--- config.mk ---
export PLATFORM = sky130hd
export DESIGN_NAME = radix_literal_parser_unit
export DESIGN_NICKNAME = d
export VERILOG_FILES = /design/src/hw/rtl/rlp_pkg.sv /design/src/hw/rtl/rlp_front.sv /design/src/hw/rtl/rlp_queue.sv /design/src/hw/rtl/rlp_back.sv /design/src/hw/rtl/radix_literal_parser_unit.sv
export SDC_FILE = /design/constraint.sdc
export NUM_CORES = 1
export LEC_CHECK = 0
export BUFFER_PORTS_ARGS = -buffer_cell sky130_fd_sc_hd__buf_4
export CAP_MARGIN = 20
export CELL_PAD_IN_SITES_DETAIL_PLACEMENT = 1
export CELL_PAD_IN_SITES_GLOBAL_PLACEMENT = 1
export CORE_AREA = 4 4 295 297
export CTS_BUF_LIST = sky130_fd_sc_hd__clkbuf_4
export DETAILED_ROUTE_END_ITERATION = 6
export DIE_AREA = 0 0 299 301
export PLACE_DENSITY_LB_ADDON = 0.2
export SYNTH_ARGS = -nofsm -noshare
export SYNTH_HDL_FRONTEND = slang
export SYNTH_HIERARCHICAL = 1
export SYNTH_SLANG_ARGS = --single-unit
--- constraint.sdc ---
create_clock -name clock -period 5.8 [get_ports clock]
set_input_delay 1.16 -clock clock [delete_from_list [all_inputs] [get_ports clock]]
set_output_delay 1.16 -clock clock [all_outputs]
set_load 0.01 [all_outputs]
--- src/hw/rtl/rlp_pkg.sv ---
package rlp_pkg;

   // number of radix forms tracked side by side
   localparam int NUM_RADIX = 4;

   // classified character queue depth between front and back
   localparam int QDEPTH = 2;
   localparam int QPTR_W = $clog2(QDEPTH);
   localparam int QCNT_W = $clog2(QDEPTH + 1);

   // radix codes, also the bit index of each radix lane
   typedef enum logic [1:0] {
      RADIX_HEX = 2'd0,
      RADIX_OCT = 2'd1,
      RADIX_BIN = 2'd2,
      RADIX_DEC = 2'd3
   } radix_type;

   // prefix seen after a leading zero
   typedef enum logic [2:0] {
      PFX_NONE = 3'd0,
      PFX_HEX  = 3'd1,
      PFX_OCT  = 3'd2,
      PFX_BIN  = 3'd3,
      PFX_DEC  = 3'd4
   } prefix_type;

   // character position, saturating at the third
   typedef enum logic [1:0] {
      POS_FIRST  = 2'd0,
      POS_SECOND = 2'd1,
      POS_REST   = 2'd2
   } pos_type;

   // ASCII marks
   localparam logic [7:0] CH_ZERO  = 8'h30;
   localparam logic [7:0] CH_NINE  = 8'h39;
   localparam logic [7:0] CH_A     = 8'h61;
   localparam logic [7:0] CH_F     = 8'h66;
   localparam logic [7:0] CH_X     = 8'h78;
   localparam logic [7:0] CH_O     = 8'h6F;
   localparam logic [7:0] CH_B     = 8'h62;
   localparam logic [7:0] CH_D     = 8'h64;
   localparam logic [7:0] CH_H     = 8'h68;

   // suffix mark per radix lane
   localparam logic [7:0] SFX_CHAR [NUM_RADIX] = '{CH_H, CH_O, CH_B, CH_D};

   // classified character, front to back
   typedef struct packed {
      logic                 last;
      logic [3:0]           dval;
      logic [NUM_RADIX-1:0] consume;
      logic [NUM_RADIX-1:0] dig_ok;
      logic [NUM_RADIX-1:0] form;
   } cls_type;

endpackage

--- src/hw/rtl/rlp_front.sv ---
module rlp_front
   import rlp_pkg::*;
(
   input  logic       clock,
   input  logic       reset,
   input  logic       req_tvalid,
   output logic       req_tready,
   input  logic [7:0] req_tdata,   // [7:0] char_in
   input  logic       req_tlast,   // last_char
   output logic       cls_valid,
   input  logic       cls_ready,
   output cls_type    cls_data
);

   pos_type    pos_ff, pos_in;
   logic       fz_ff, fz_in;
   prefix_type pk_ff, pk_in;

   logic                 is_dec;
   logic                 is_af;
   logic                 prefix_now;
   logic [NUM_RADIX-1:0] has_pfx;
   logic [NUM_RADIX-1:0] sfx;
   logic                 accept;

   assign req_tready = cls_ready;
   assign cls_valid  = req_tvalid;
   assign accept     = req_tvalid && cls_ready;

   // prefix and leading zero tracking
   always_comb begin
      pk_in      = pk_ff;
      prefix_now = 1'b0;
      if ((pos_ff == POS_SECOND) && fz_ff) begin
         prefix_now = 1'b1;
         priority if (req_tdata == CH_X) begin
            pk_in = PFX_HEX;
         end else if (req_tdata == CH_O) begin
            pk_in = PFX_OCT;
         end else if (req_tdata == CH_B) begin
            pk_in = PFX_BIN;
         end else if (req_tdata == CH_D) begin
            pk_in = PFX_DEC;
         end else begin
            prefix_now = 1'b0;
         end
      end
      fz_in = (pos_ff == POS_FIRST) ? (req_tdata == CH_ZERO) : fz_ff;
      pos_in = (pos_ff == POS_FIRST) ? POS_SECOND : POS_REST;
   end

   // character class, digit value and per-lane form and consume decision
   always_comb begin
      is_dec = (req_tdata >= CH_ZERO) && (req_tdata <= CH_NINE);
      is_af  = (req_tdata >= CH_A) && (req_tdata <= CH_F);
      cls_data.dval = is_dec ? req_tdata[3:0] : 4'(req_tdata[3:0] + 4'd9);
      cls_data.dig_ok[RADIX_HEX] = is_dec || is_af;
      cls_data.dig_ok[RADIX_OCT] = is_dec && (req_tdata[3:0] <= 4'd7);
      cls_data.dig_ok[RADIX_BIN] = is_dec && (req_tdata[3:0] <= 4'd1);
      cls_data.dig_ok[RADIX_DEC] = is_dec;
      cls_data.last = req_tlast;
      has_pfx[RADIX_HEX] = (pk_in == PFX_HEX);
      has_pfx[RADIX_OCT] = (pk_in == PFX_OCT);
      has_pfx[RADIX_BIN] = (pk_in == PFX_BIN);
      has_pfx[RADIX_DEC] = (pk_in == PFX_DEC);
      for (int r = 0; r < NUM_RADIX; r++) begin
         sfx[r] = req_tlast && !has_pfx[r] && (req_tdata == SFX_CHAR[r]);
         cls_data.consume[r] = !(prefix_now && has_pfx[r]) && !sfx[r];
      end
      cls_data.form[RADIX_HEX] = has_pfx[RADIX_HEX] || sfx[RADIX_HEX];
      cls_data.form[RADIX_OCT] = has_pfx[RADIX_OCT] || sfx[RADIX_OCT] || fz_in;
      cls_data.form[RADIX_BIN] = has_pfx[RADIX_BIN] || sfx[RADIX_BIN];
      cls_data.form[RADIX_DEC] = 1'b1;
   end

   // literal state, cleared after the last character
   always_ff @(posedge clock) begin
      if (reset) begin
         pos_ff <= POS_FIRST;
         fz_ff  <= 1'b0;
         pk_ff  <= PFX_NONE;
      end else if (accept) begin
         if (req_tlast) begin
            pos_ff <= POS_FIRST;
            fz_ff  <= 1'b0;
            pk_ff  <= PFX_NONE;
         end else begin
            pos_ff <= pos_in;
            fz_ff  <= fz_in;
            pk_ff  <= pk_in;
         end
      end
   end

endmodule

--- src/hw/rtl/rlp_queue.sv ---
module rlp_queue
   import rlp_pkg::*;
(
   input  logic    clock,
   input  logic    reset,
   input  logic    wr_valid,
   output logic    wr_ready,
   input  cls_type wr_data,
   output logic    rd_valid,
   input  logic    rd_ready,
   output cls_type rd_data
);

   cls_type             mem_ff [QDEPTH];
   logic [QPTR_W-1:0]   wr_ptr_ff;
   logic [QPTR_W-1:0]   rd_ptr_ff;
   logic [QCNT_W-1:0]   cnt_ff;
   logic                push;
   logic                pop;

   assign wr_ready = (cnt_ff != QCNT_W'(QDEPTH));
   assign rd_valid = (cnt_ff != '0);
   assign rd_data  = mem_ff[rd_ptr_ff];
   assign push     = wr_valid && wr_ready;
   assign pop      = rd_valid && rd_ready;

   // storage
   always_ff @(posedge clock) begin
      if (push) begin
         mem_ff[wr_ptr_ff] <= wr_data;
      end
   end

   // pointers and fill count
   always_ff @(posedge clock) begin
      if (reset) begin
         wr_ptr_ff <= '0;
         rd_ptr_ff <= '0;
         cnt_ff    <= '0;
      end else begin
         if (push) begin
            wr_ptr_ff <= (wr_ptr_ff == QPTR_W'(QDEPTH - 1)) ? '0 : QPTR_W'(wr_ptr_ff + 1'b1);
         end
         if (pop) begin
            rd_ptr_ff <= (rd_ptr_ff == QPTR_W'(QDEPTH - 1)) ? '0 : QPTR_W'(rd_ptr_ff + 1'b1);
         end
         if (push && !pop) begin
            cnt_ff <= QCNT_W'(cnt_ff + 1'b1);
         end else if (pop && !push) begin
            cnt_ff <= QCNT_W'(cnt_ff - 1'b1);
         end
      end
   end

endmodule

--- src/hw/rtl/rlp_back.sv ---
module rlp_back
   import rlp_pkg::*;
(
   input  logic        clock,
   input  logic        reset,
   input  logic        cls_valid,
   output logic        cls_ready,
   input  cls_type     cls_data,
   output logic        rsp_tvalid,
   input  logic        rsp_tready,
   output logic [63:0] rsp_tdata,  // [63:0] value
   output logic [2:0]  rsp_tuser   // [1:0] radix_kind, [2] is_valid
);

   logic [63:0]          acc_ff [NUM_RADIX];
   logic [63:0]          acc_in [NUM_RADIX];
   logic [63:0]          stepped [NUM_RADIX];
   logic [NUM_RADIX-1:0] flags_ff, flags_in;
   logic [NUM_RADIX-1:0] match;
   logic [63:0]          dig;
   logic                 take;

   logic                 rsp_valid_ff;
   logic [63:0]          rsp_value_ff, rsp_value_in;
   radix_type            rsp_kind_ff, rsp_kind_in;
   logic                 rsp_ok_ff, rsp_ok_in;

   assign cls_ready  = !cls_data.last || !rsp_valid_ff || rsp_tready;
   assign take       = cls_valid && cls_ready;
   assign rsp_tvalid = rsp_valid_ff;
   assign rsp_tdata  = rsp_value_ff;
   assign rsp_tuser  = {rsp_ok_ff, rsp_kind_ff};

   // accumulator step: shifts and adds per radix
   always_comb begin
      dig = {60'd0, cls_data.dval};
      stepped[RADIX_HEX] = {acc_ff[RADIX_HEX][59:0], 4'd0} + dig;
      stepped[RADIX_OCT] = {acc_ff[RADIX_OCT][60:0], 3'd0} + dig;
      stepped[RADIX_BIN] = {acc_ff[RADIX_BIN][62:0], 1'b0} + dig;
      stepped[RADIX_DEC] = {acc_ff[RADIX_DEC][60:0], 3'd0}
                         + {acc_ff[RADIX_DEC][62:0], 1'b0} + dig;
      for (int r = 0; r < NUM_RADIX; r++) begin
         acc_in[r] = (cls_data.consume[r] && cls_data.dig_ok[r]) ? stepped[r] : acc_ff[r];
         flags_in[r] = flags_ff[r] && !(cls_data.consume[r] && !cls_data.dig_ok[r]);
         match[r] = cls_data.form[r] && flags_in[r];
      end
   end

   // first matching form wins, hex first
   always_comb begin
      rsp_value_in = '0;
      rsp_kind_in  = RADIX_HEX;
      rsp_ok_in    = 1'b1;
      priority if (match[RADIX_HEX]) begin
         rsp_value_in = acc_in[RADIX_HEX];
         rsp_kind_in  = RADIX_HEX;
      end else if (match[RADIX_OCT]) begin
         rsp_value_in = acc_in[RADIX_OCT];
         rsp_kind_in  = RADIX_OCT;
      end else if (match[RADIX_BIN]) begin
         rsp_value_in = acc_in[RADIX_BIN];
         rsp_kind_in  = RADIX_BIN;
      end else if (match[RADIX_DEC]) begin
         rsp_value_in = acc_in[RADIX_DEC];
         rsp_kind_in  = RADIX_DEC;
      end else begin
         rsp_ok_in = 1'b0;
      end
   end

   // accumulators and digit flags, cleared after each literal
   always_ff @(posedge clock) begin
      if (reset) begin
         for (int r = 0; r < NUM_RADIX; r++) begin
            acc_ff[r] <= '0;
         end
         flags_ff <= '1;
      end else if (take) begin
         if (cls_data.last) begin
            for (int r = 0; r < NUM_RADIX; r++) begin
               acc_ff[r] <= '0;
            end
            flags_ff <= '1;
         end else begin
            for (int r = 0; r < NUM_RADIX; r++) begin
               acc_ff[r] <= acc_in[r];
            end
            flags_ff <= flags_in;
         end
      end
   end

   // output register
   always_ff @(posedge clock) begin
      if (reset) begin
         rsp_valid_ff <= 1'b0;
      end else if (take && cls_data.last) begin
         rsp_valid_ff <= 1'b1;
      end else if (rsp_tready) begin
         rsp_valid_ff <= 1'b0;
      end
   end

   always_ff @(posedge clock) begin
      if (take && cls_data.last) begin
         rsp_value_ff <= rsp_value_in;
         rsp_kind_ff  <= rsp_kind_in;
         rsp_ok_ff    <= rsp_ok_in;
      end
   end

endmodule

--- src/hw/rtl/radix_literal_parser_unit.sv ---
// Channel | Dir | Ports                | Item
// req     | in  | tvalid tready tdata  | char_in in tdata[7:0], last_char on tlast
//         |     | tlast                |
// rsp     | out | tvalid tready tdata  | value in tdata[63:0], radix_kind in tuser[1:0],
//         |     | tuser                | is_valid in tuser[2]
//
// One character per cycle while req_tready is high; rsp_tvalid rises once the last character has
// passed through the queue and the back end's 64-bit shift-and-add step into the output register.
// Synchronous active-high reset clears the literal state, queue and output register.
// A stalled result holds the back end only on a last character; that character waits
// in the two-entry queue, so the front takes one more character before req_tready drops.
module radix_literal_parser_unit
   import rlp_pkg::*;
(
   input  logic        clock,
   input  logic        reset,
   input  logic        req_tvalid,
   output logic        req_tready,
   input  logic [7:0]  req_tdata,   // [7:0] char_in
   input  logic        req_tlast,   // last_char
   output logic        rsp_tvalid,
   input  logic        rsp_tready,
   output logic [63:0] rsp_tdata,   // [63:0] value
   output logic [2:0]  rsp_tuser    // [1:0] radix_kind, [2] is_valid
);

   logic    f_valid, f_ready;
   cls_type f_data;
   logic    q_valid, q_ready;
   cls_type q_data;

   rlp_front u_front (
      .clock      (clock),
      .reset      (reset),
      .req_tvalid (req_tvalid),
      .req_tready (req_tready),
      .req_tdata  (req_tdata),
      .req_tlast  (req_tlast),
      .cls_valid  (f_valid),
      .cls_ready  (f_ready),
      .cls_data   (f_data)
   );

   rlp_queue u_queue (
      .clock    (clock),
      .reset    (reset),
      .wr_valid (f_valid),
      .wr_ready (f_ready),
      .wr_data  (f_data),
      .rd_valid (q_valid),
      .rd_ready (q_ready),
      .rd_data  (q_data)
   );

   rlp_back u_back (
      .clock      (clock),
      .reset      (reset),
      .cls_valid  (q_valid),
      .cls_ready  (q_ready),
      .cls_data   (q_data),
      .rsp_tvalid (rsp_tvalid),
      .rsp_tready (rsp_tready),
      .rsp_tdata  (rsp_tdata),
      .rsp_tuser  (rsp_tuser)
   );

endmodule

## Yosys cells after proc, flatten, opt, wreduce, memory -nomap -nowiden

Memory sizes are Yosys's and may differ from the RTL's. A register that Yosys moved wholly into a read port is not among the register bits.
Index checks and enable logic that the tools add are counted.
W data, S select, Z words.

| word-level totals | value |
|---|---|
| bits in registers | 82 |
| bits in writable memories | 288 |
| input port bits | 13 |
| output and inout port bits | 69 |
| logic and storage cells | 186 |
| memories kept | 2 |

Memory list:

| memory | depth | bits a word | read ports | clocked after Yosys merged registers in | wr ports | line | source |
|---|---|---|---|---|---|---|---|
| u_back.acc_ff | 4 | 64 | 4 | 0 | 4 | rlp_back.sv:15 | `logic [63:0] acc_ff [NUM_RADIX];` |
| u_queue.mem_ff | 2 | 16 | 1 | 1 | 1 | rlp_queue.sv:14 | `cls_type mem_ff [QDEPTH];` |

| operators by class | value |
|---|---|
| add/sub/neg operators | 10 |
| order comparisons | 6 |
| eq/ne operators | 12 |
| muxes and demuxes | 57 |
| bitwise gates (word level) | 8 |
| reductions and logical operators | 79 |

Operators by type and width:

| cell | number |
|---|---|
| $mux W64 | 16 |
| $add A64 B4 Y64 | 4 |
| $add A64 B64 Y64 | 1 |
| $logic_and A1 B1 Y1 | 41 |
| $eq A8 B7 Y1 const B | 5 |
| $mux W1 | 27 |
| $logic_not A1 Y1 | 24 |
| $mux W3 | 6 |
| $mux W2 | 6 |
| $eq A8 B6 Y1 const B | 1 |
| $ge A8 B6 Y1 const B | 1 |
| $ge A8 B7 Y1 const B | 1 |
| $le A8 B6 Y1 const B | 1 |
| $le A8 B7 Y1 const B | 1 |
| $mux W4 | 2 |
| $or A1 B1 Y1 | 8 |
| $logic_or A1 B1 Y1 | 7 |
| $eq A3 B2 Y1 const B | 2 |
| $reduce_bool A2 Y1 | 3 |
| $add A4 B4 Y4 const B | 1 |
| $le A4 B1 Y1 const B | 1 |
| $le A4 B3 Y1 const B | 1 |
| $eq A3 B1 Y1 const B | 1 |
| $eq A3 B3 Y1 const B | 1 |
| other kinds (9) | 10 |

## Longest topological paths before layout

Gate-level depths: netlist of the first run.

| logic depth | value |
|---|---|
| depth in word-level cells | 12 |
| mapped depth | 17 |
| mapped depth without buffers | 15 |

## By module

The synthesis of the first run kept the hierarchy.

Modules (own cells, without submodules):

| module | instances | cells an instance | area each (µm²) | sequential area each (µm²) |
|---|---|---|---|---|
| rlp_back | 1 | 2,568 | 22,799.4 | 9,158.8 |
| rlp_queue | 1 | 77 | 1,447.6 | 1,121.1 |
| rlp_front | 1 | 102 | 809.5 | 120.1 |

## Worst setup path after synthesis of the first run

Ideal clock, no wire load.

| timing path | value |
|---|---|
| path kind | in2reg |
| from | input port reset |
| to | memory u_back.acc_ff[0][0] (enable) |
| setup time | 1.110 ns |
| arrival | 3.882 ns |
| data required time | 4.690 ns |
| setup slack | 0.808 ns |
| cell stages on the path | 4 |
| buffers on the path | 2 |
| cell sequence | clkbuf_1 > inv_2 > clkbuf_1 > nand2_1 |

RTL lines:

| element | line | source |
|---|---|---|
| start: declaration | radix_literal_parser_unit.sv:16 | `input logic reset,` |
| end: declaration | rlp_back.sv:15 |  |

==> results of run 1 <==
[placed cells by master, fill, tap and decap left out, types with 29 or more instances in the layout]
cell / instances
a21o_1: 45
a21oi_1: 257
a221oi_1: 30
a31oi_1: 29
and3_1: 38
buf_4: 125
clkbuf_4: 162
dfxtp_1: 80
edfxtp_1: 293
ha_1: 133
inv_1: 43
mux2i_1: 98
nand2_1: 265
nand3_1: 123
nand4_1: 52
nor2_1: 339
nor2b_1: 29
nor3_1: 42
o21ai_0: 133
xnor2_1: 60
xor2_1: 100
[tightest hold or removal path, stage by stage (launching register included)]
cell and delay [ns]:
dfxtp_1 0.32, nand2_1 0.06, a21oi_1 0.05
[final cells by class]
| cell class | count | share of cell area (%) |
|---|---|---|
| tap | 1144 | 5.07 |
| clock buffer | 162 | 4.30 |
| antenna | 4 | 0.0354 |
| sequential | 373 | 36.8 |
| multi-input combinational | 2164 | 49.0 |
| inverter | 44 | 0.585 |
| timing repair buffer | 128 | 3.48 |
| clock inverter | 38 | 0.753 |
[sequential cells by signal, indices dropped and copies added, names as in the netlist, named ones only]
name / flops
u_queue/wr_ptr_ff: 1
u_front/pk_ff: 3
u_back/rsp_tdata: 64
u_back/rsp_kind_ff: 2
u_back/acc_ff: 256
u_back/rsp_tvalid: 1
u_queue/cnt_ff: 2
u_queue/mem_ff: 34
u_front/pos_ff: 2
u_back/rsp_ok_ff: 1
u_back/flags_ff: 4
u_front/fz_ff: 1
u_queue/rd_ptr_ff: 1
[worst paths after layout]
kind | to | start | slack, ns
worst min-delay path | u_front/pk_ff[2]$_SDFFE_PP0P_ | u_front/pk_ff[2]$_SDFFE_PP0P_ | 0.48
worst max register to register | u_back/rsp_tdata[26]$_DFFE_PP_ | register | 1.18
worst max-delay path | u_back/rsp_tdata[26]$_DFFE_PP_ | register | 1.18
worst min register to register | u_front/pk_ff[2]$_SDFFE_PP0P_ | u_front/pk_ff[2]$_SDFFE_PP0P_ | 0.48
[metrics by stage]
stage	util [%]	area, um^2
3_3_place_gp	31.7	26800
3_5_place_dp	31.7	26800
6_report	33.4	28300
2_1_floorplan	-	25100
5_1_grt	33.4	28300
4_1_cts	33.4	28200
[metal layers]
metal / global-route usage [%] / vias to the layer above / wire length, um
li1: - / 10365 / -
met1: 25.4 / 11002 / 40700
met2: 37.1 / 507 / 47800
met3: 2.86 / 165 / 3330
met4: 9.02 / 0 / 4480
met5: 0 / - / 0
[logic make-up (layout without fill, tap and decap cells)]
logic type / count (synthesis) / in the layout
AO/OA/AOI/OAI: 701 / 701
XOR/XNOR: 160 / 160
adder cells (fa/ha/maj): 136 / 136
buffers and inverters: 210 / 372
flip-flops: 373 / 373
multiplexers: 123 / 123
other: 1 / 5
AND/OR/NAND/NOR: 1043 / 1043
[power by group]
group	leakage [uW]	internal (uW)	total [uW]	switching (uW)
Sequential	0.00367	3900	4520	619
Clock	0.000840	1360	2620	1260
Combinational	0.00623	2200	7040	4850
Total	0.0107	7460	14200	6720
==> key figures, run 1 <==
Clocking
  – Clock root buffer: clkbuf_4
  – Reg clk slew, reported paths: 0.06 ns
  – Post-cts resize count: 0
  – Htree depth: 3
  – Num Clock Sinks: about 370
  – Clk buf depth: 3
  – CTS tree: done
  – Num CTS Buffers: 108
  – Hold Buf Count CTS: 0
  – Post-CTS Setup Bufs: 0
  – Clk Latency, worst-skew pair: 0.93 ns

Final layout
  – Area of the multi-input gates: 0.0138 mm^2
  – Layout Cells excl Fill: 4,057
  – Sequential standard cell area: 0.0104 mm^2
  – Layout area overhead: 12.7%
  – # fillers: roughly 10,000
  – Layout cell share with drive strength beyond 1: 13.2%
  – Nets@finish: 2,968

Critical path
  – Critical path depth in cells: 16
  – Critical setup path kind: register to register
  – Worst R2R Path Depth: 16
  – CP endpoint kind: register
  – Critical Path Max Stage Delay: 0.49 ns
  – CP arrival: 5.18 ns
  – Slowest stage cell on the critical path: a221oi_1
  – Crit path launch type: register
  – Critical path, cell by cell: buf_4 -> mux2_2 -> ha_1 -> ha_1 -> inv_1 -> fa_1 -> nor2b_1 -> o21a_1 -> a31o_2 -> a21boi_1 -> o21ai_1 -> a21o_1 -> xnor2_1 -> mux2_2 -> a221oi_1 -> a221oi_1
  – CP top delay family: compound AO/OA/AOI/OAI gates
  – Worst-path fanout max: 16
  – Critical Path RT: 6.36 ns
  – WP buf/inv: 2

Floorplanning
  – Die height: between 300 and 400 um
  – I/O pin count: 82
  – Overall die width: around 300 um
  – Initial Util: 29.6%
  – Die area: 0.0900 mm^2
  – Core area: roughly 0.085 mm^2
  – Cell Rows: 107

Synthesis
  – Number of flops mapped to enable cells by yosys: between 200 and 300
  – Post-synthesis sequential area ratio: approximately 42%
  – Mapped Cells: approximately 2,700
  – Syn Area/Cell: between 9 and 10 um^2
  – Cell area after synthesis: 0.0251 mm^2
  – Largest area contributor in the netlist: edfxtp_1
  – Main synth FF type: edfxtp_1
  – Largest family of logic cells by synthesized area: simple AND/OR/NAND/NOR gates
  – Post-Synth XOR/XNOR Area: between 5 and 6%
  – Synth Register Bits: 373
  – Synth warnings: 6
  – Area share of fa/ha/maj cells after synthesis: 6.88%
  – Share of the synthesized area in the top cell type: about a third
  – Most frequent cell after synthesis: nor2_1
  – Commonest cells post-synth: nor2_1 (342), edfxtp_1 (293), nand2_1 (272), a21oi_1 (257)
  – Largest cells by area after synthesis: edfxtp_1 (35%), ha_1 (6.6%), dfxtp_1 (6.4%)
  – Multiplexer share of the synthesized area: about 5.0%
  – Simple-gate share of the synthesized area: ~20%
  – Mapped Nets: 2,896
  – Post-synthesis compound-gate area fraction: 17.6%
  – Synth unique cells: 116
  – Asr flop ratio synth: 0%

Min path
  – Hold Crit Class: register to register
  – Hold Crit Depth: 2

Timing
  – Fin crit share: 79.6%
  – Setup Viol. Count Final: 0
  – Setup TNS Final: 0 ns
  – RSZ-0062 raised after global routing: no
  – Layout Skew: 0.0609 ns
  – Slew at the pin with the worst max-slew slack: slightly above 1 ns
  – Max Freq: 217 MHz
  – Final slew viol count: 0
  – Relative slew slack: around 32%
  – Setup WS post-layout: 1.18 ns
  – Hold_ws: 0.477 ns
  – Final hold vios: 0
  – Crit path time final: 4.62 ns

Drt
  – Drt wl/cell: 23.7 um
  – 1st-iter DRT viols: 1,301
  – Antenna viol nets, final: 0
  – Post-Route WL: approximately 96,000 um
  – Drt pass-1 iters: 5
  – Vias/cell: 5.43
  – DR DRC count: 0
  – Vias post-DR: 22,039

Global route
  – Vias in the first global route: 23,135
  – Total GRT Usage: 20.9%
  – Antenna violations before repair: 4
  – First-pass GRT wire length: about 140,000 um
  – Grt ovf: 0
  – Largest net degree at the start of global routing: 156

Placement
  – PortBufs: 81
  – Dpl ws: around 1.3 ns
  – Detailed placement HPWL: around 71,000 um
  – Placer congestion estimate: just under 0.9
  – DP Cell Count: 3,852

Power
  – Leakage: between 0.01 and 0.015 uW
  – Pwr dens: between 500 and 600 mW/mm^2
  – Total power: 14,200 uW
  – Worst VDD drop: 0.000225 V

Run
  – Max_cap viols: 0

Status
  – Status: finished, final reports clean
Power figures use the tool's default switching activity.
==> inputs of run 2 (changes only) <==
- ABC_AREA: unset -> 1
- CORE_AREA: 4 4 295 297 -> 4 4 314 316
- DIE_AREA: 0 0 299 301 -> 0 0 318 320
- clock period: 5.8 -> 4.82 ns (I/O delays scaled with it)
==> key figures, run 2 <==
Synthesis
  – Most frequent cell after synthesis: nand2_1
  – Post-synthesis compound-gate area fraction: 10.8%
  – Simple-gate share of the synthesized area: 34.7%
  – Main synth FF type: edfxtp_1
  – Largest area contributor in the netlist: edfxtp_1
  – Synth unique cells: 60
  – Mapped Nets: 4,292
  – Number of flops mapped to enable cells by yosys: ~300
  – Largest cells by area after synthesis: edfxtp_1 (31%), nand2_1 (16%), nor2_1 (6.4%)
  – Commonest cells post-synth: nand2_1 (1,203), nor2_1 (491), inv_1 (483), edfxtp_1 (293), nand3_1 (283)
  – Cell area after synthesis: around 0.029 mm^2
  – Post-Synth XOR/XNOR Area: 2.02%
  – Area share of fa/ha/maj cells after synthesis: 6.02%
  – Mapped Cells: approximately 4,100
  – Asr flop ratio synth: 0%
  – Syn Area/Cell: 6.91 um^2
  – Share of the synthesized area in the top cell type: 30.7%
  – Synth warnings: 6
  – Multiplexer share of the synthesized area: 1.22%
  – Largest family of logic cells by synthesized area: simple AND/OR/NAND/NOR gates
  – Post-synthesis sequential area ratio: a little over a third
  – Synth Register Bits: 373

Final layout
  – Nets@finish: 4,391
  – Layout cell share with drive strength beyond 1: around an eighth
  – Design Area, Final: 0.0323 mm^2
  – Biggest register: u_back/acc_ff
  – Most frequent cells in the layout: nand2_1 (1,199), nor2_1 (488), inv_1 (478), edfxtp_1 (293), nand3_1 (281)
  – Layout Cells excl Fill: ~5,600
  – Max reg flops: 256
  – Core Util, Final: 33.6%
  – Layout area overhead: 12.7%
  – Commonest non-fill, non-tap cell in the layout: nand2_1

Critical path
  – CP arrival: ~4.7 ns
  – Worst-path fanout max: 4
  – Crit path launch type: register
  – Worst R2R Path Depth: 17
  – CP endpoint kind: register
  – Critical Path RT: 5.59 ns
  – Critical setup path kind: register to register

Timing
  – Slew at the pin with the worst max-slew slack: approximately 0.97 ns
  – Relative slew slack: 34.6%
  – Setup Viol. Count Final: 0
  – RSZ-0062 raised after global routing: no
  – Final slew viol count: 0
  – Max Freq: 256 MHz
  – Crit path time final: 3.90 ns
  – Final hold vios: 0
  – Setup TNS Final: 0 ns
  – Fin crit share: between 80% and 90%
  – Layout Skew: about 0.079 ns

Clocking
  – CTS tree: done
  – Post-cts resize count: 0
  – Hold Buf Count CTS: 0
  – Num CTS Buffers: 113
  – Post-CTS Setup Bufs: 0
  – Clk Latency, worst-skew pair: 0.96 ns
  – Num Clock Sinks: 373
  – Clk buf depth: 3
  – Clock root buffer: clkbuf_4
  – Reg clk slew, reported paths: ~0.070 ns
  – Htree depth: 3

Placement
  – DP Cell Count: 5,403
  – Placer congestion estimate: 0.926
  – Detailed placement HPWL: 103,000 um
  – PortBufs: 81
  – DP Area: 0.0307 mm^2

Drt
  – 1st-iter DRT viols: about 2,200
  – DR DRC count: 0
  – Post-Route WL: roughly 130,000 um
  – Drt wl/cell: 22.9 um
  – Vias/cell: 5.09
  – Vias post-DR: roughly 29,000
  – Antenna viol nets, final: 0
  – Drt pass-1 iters: 5

Power
  – Worst VDD drop: 0.000333 V
  – Leakage: 0.0140 uW
  – Pwr dens: 623 mW/mm^2

Global route
  – Vias in the first global route: 28,831
  – Antenna violations before repair: 6
  – Grt ovf: 0
  – Total GRT Usage: around a quarter
  – Largest net degree at the start of global routing: 79
  – First-pass GRT wire length: around 190,000 um

Min path
  – Hold Crit Depth: 1
  – Hold Crit Class: primary input to register

Floorplanning
  – Initial Util: 29.8%
  – Cell Rows: 114
  – I/O pin count: about 80
  – Overall die width: 318 um
  – Die height: around 320 um
  – Die area: between 0.1 and 0.15 mm^2
  – Core area: between 0.09 and 0.1 mm^2

Run
  – Max_cap viols: 0

Status
  – Status: finished, final reports clean
-- run 2: changes by cell type in the layout (fill, tap and decap cells not counted), moves of 30 or more --
cell and change:
nand2_1 +934, inv_1 +435, nand3_1 +158, nor2_1 +149, mux2i_1 -86, or2_2 +71
o21ai_0 +69, xor2_1 -59, a21o_1 -44, and3_1 -38, xnor2_1 -35, nor3_1 +31
a221oi_1 -30
-- run 2: cell families (layout without fill, tap and decap cells) --
logic type	count (synthesis)	after routing
AND/OR/NAND/NOR	2305	2305
buffers and inverters	654	852
AO/OA/AOI/OAI	579	579
flip-flops	373	373
adder cells (fa/ha/maj)	136	136
XOR/XNOR	66	66
multiplexers	29	29
other	1	3
-- run 2: cell type report --
cell class                      instances  area (um^2)
Fill cell                           12081        63700
Multi-Input combinational cell       3116        15800
Sequential cell                       373        10400
Inverter                              510         1920
Tap cell                             1276         1600
Clock buffer                          179         1340
Timing Repair Buffer                  128         1060
Clock inverter                         35          181
Antenna cell                            2         5.00
-- run 2: worst max-delay path, stage by stage (launching register included) --
cell and delay, ns:
dfxtp_1 0.43, mux2_4 0.24, inv_1 0.10, fa_1 0.61, inv_1 0.06, ha_1 0.28
nand3_1 0.11, nor2_1 0.31, nand2_1 0.12, nand3_1 0.21, nand2_1 0.10, nand2_1 0.15
nand2_1 0.07, nand3_1 0.06, o21ai_0 0.35, o211ai_1 0.30, nand2_1 0.16, o21ai_1 0.11
-- run 2: metal layers --
layer | vias to the layer above | share of wire, % | track usage, %
li1 | 13834 | - | -
met1 | 13851 | 46 | 33.7
met2 | 733 | 46 | 40.9
met3 | 156 | 4.8 | 2.90
met4 | 2 | 3.0 | 7.67
met5 | - | 0.010 | 0
-- run 2: metrics by stage --
step                setup slack, ns  hold slack [ns]  power (uW)
floorplan                     0.281            0.439       12000
global placement              0.991            0.451       16600
detailed placement            0.898            0.460       16700
CTS                           0.926            0.220       20200
global route                  0.626            0.242       21500
finish                        0.917            0.325       20100
-- run 2: where the power goes --
| group | leakage [uW] | internal (uW) | switching (uW) |
|---|---|---|---|
| sequential | 0.00369 | 4960 | 1120 |
| clock | 0.000901 | 1740 | 1630 |
| combinational | 0.00942 | 3110 | 7560 |
-- run 2: path summary, 6_finish.rpt --
check / start / end / slack (ns)
max reg2reg: register / u_back/rsp_tdata[19]$_DFFE_PP_ / 0.92
max: register / u_back/rsp_tdata[19]$_DFFE_PP_ / 0.92
min reg2reg: u_back/flags_ff[2]$_SDFFE_PP1P_ / u_back/flags_ff[2]$_SDFFE_PP1P_ / 0.47
min: req_tlast / u_queue/mem_ff[1][16]$_DFFE_PP_ / 0.33
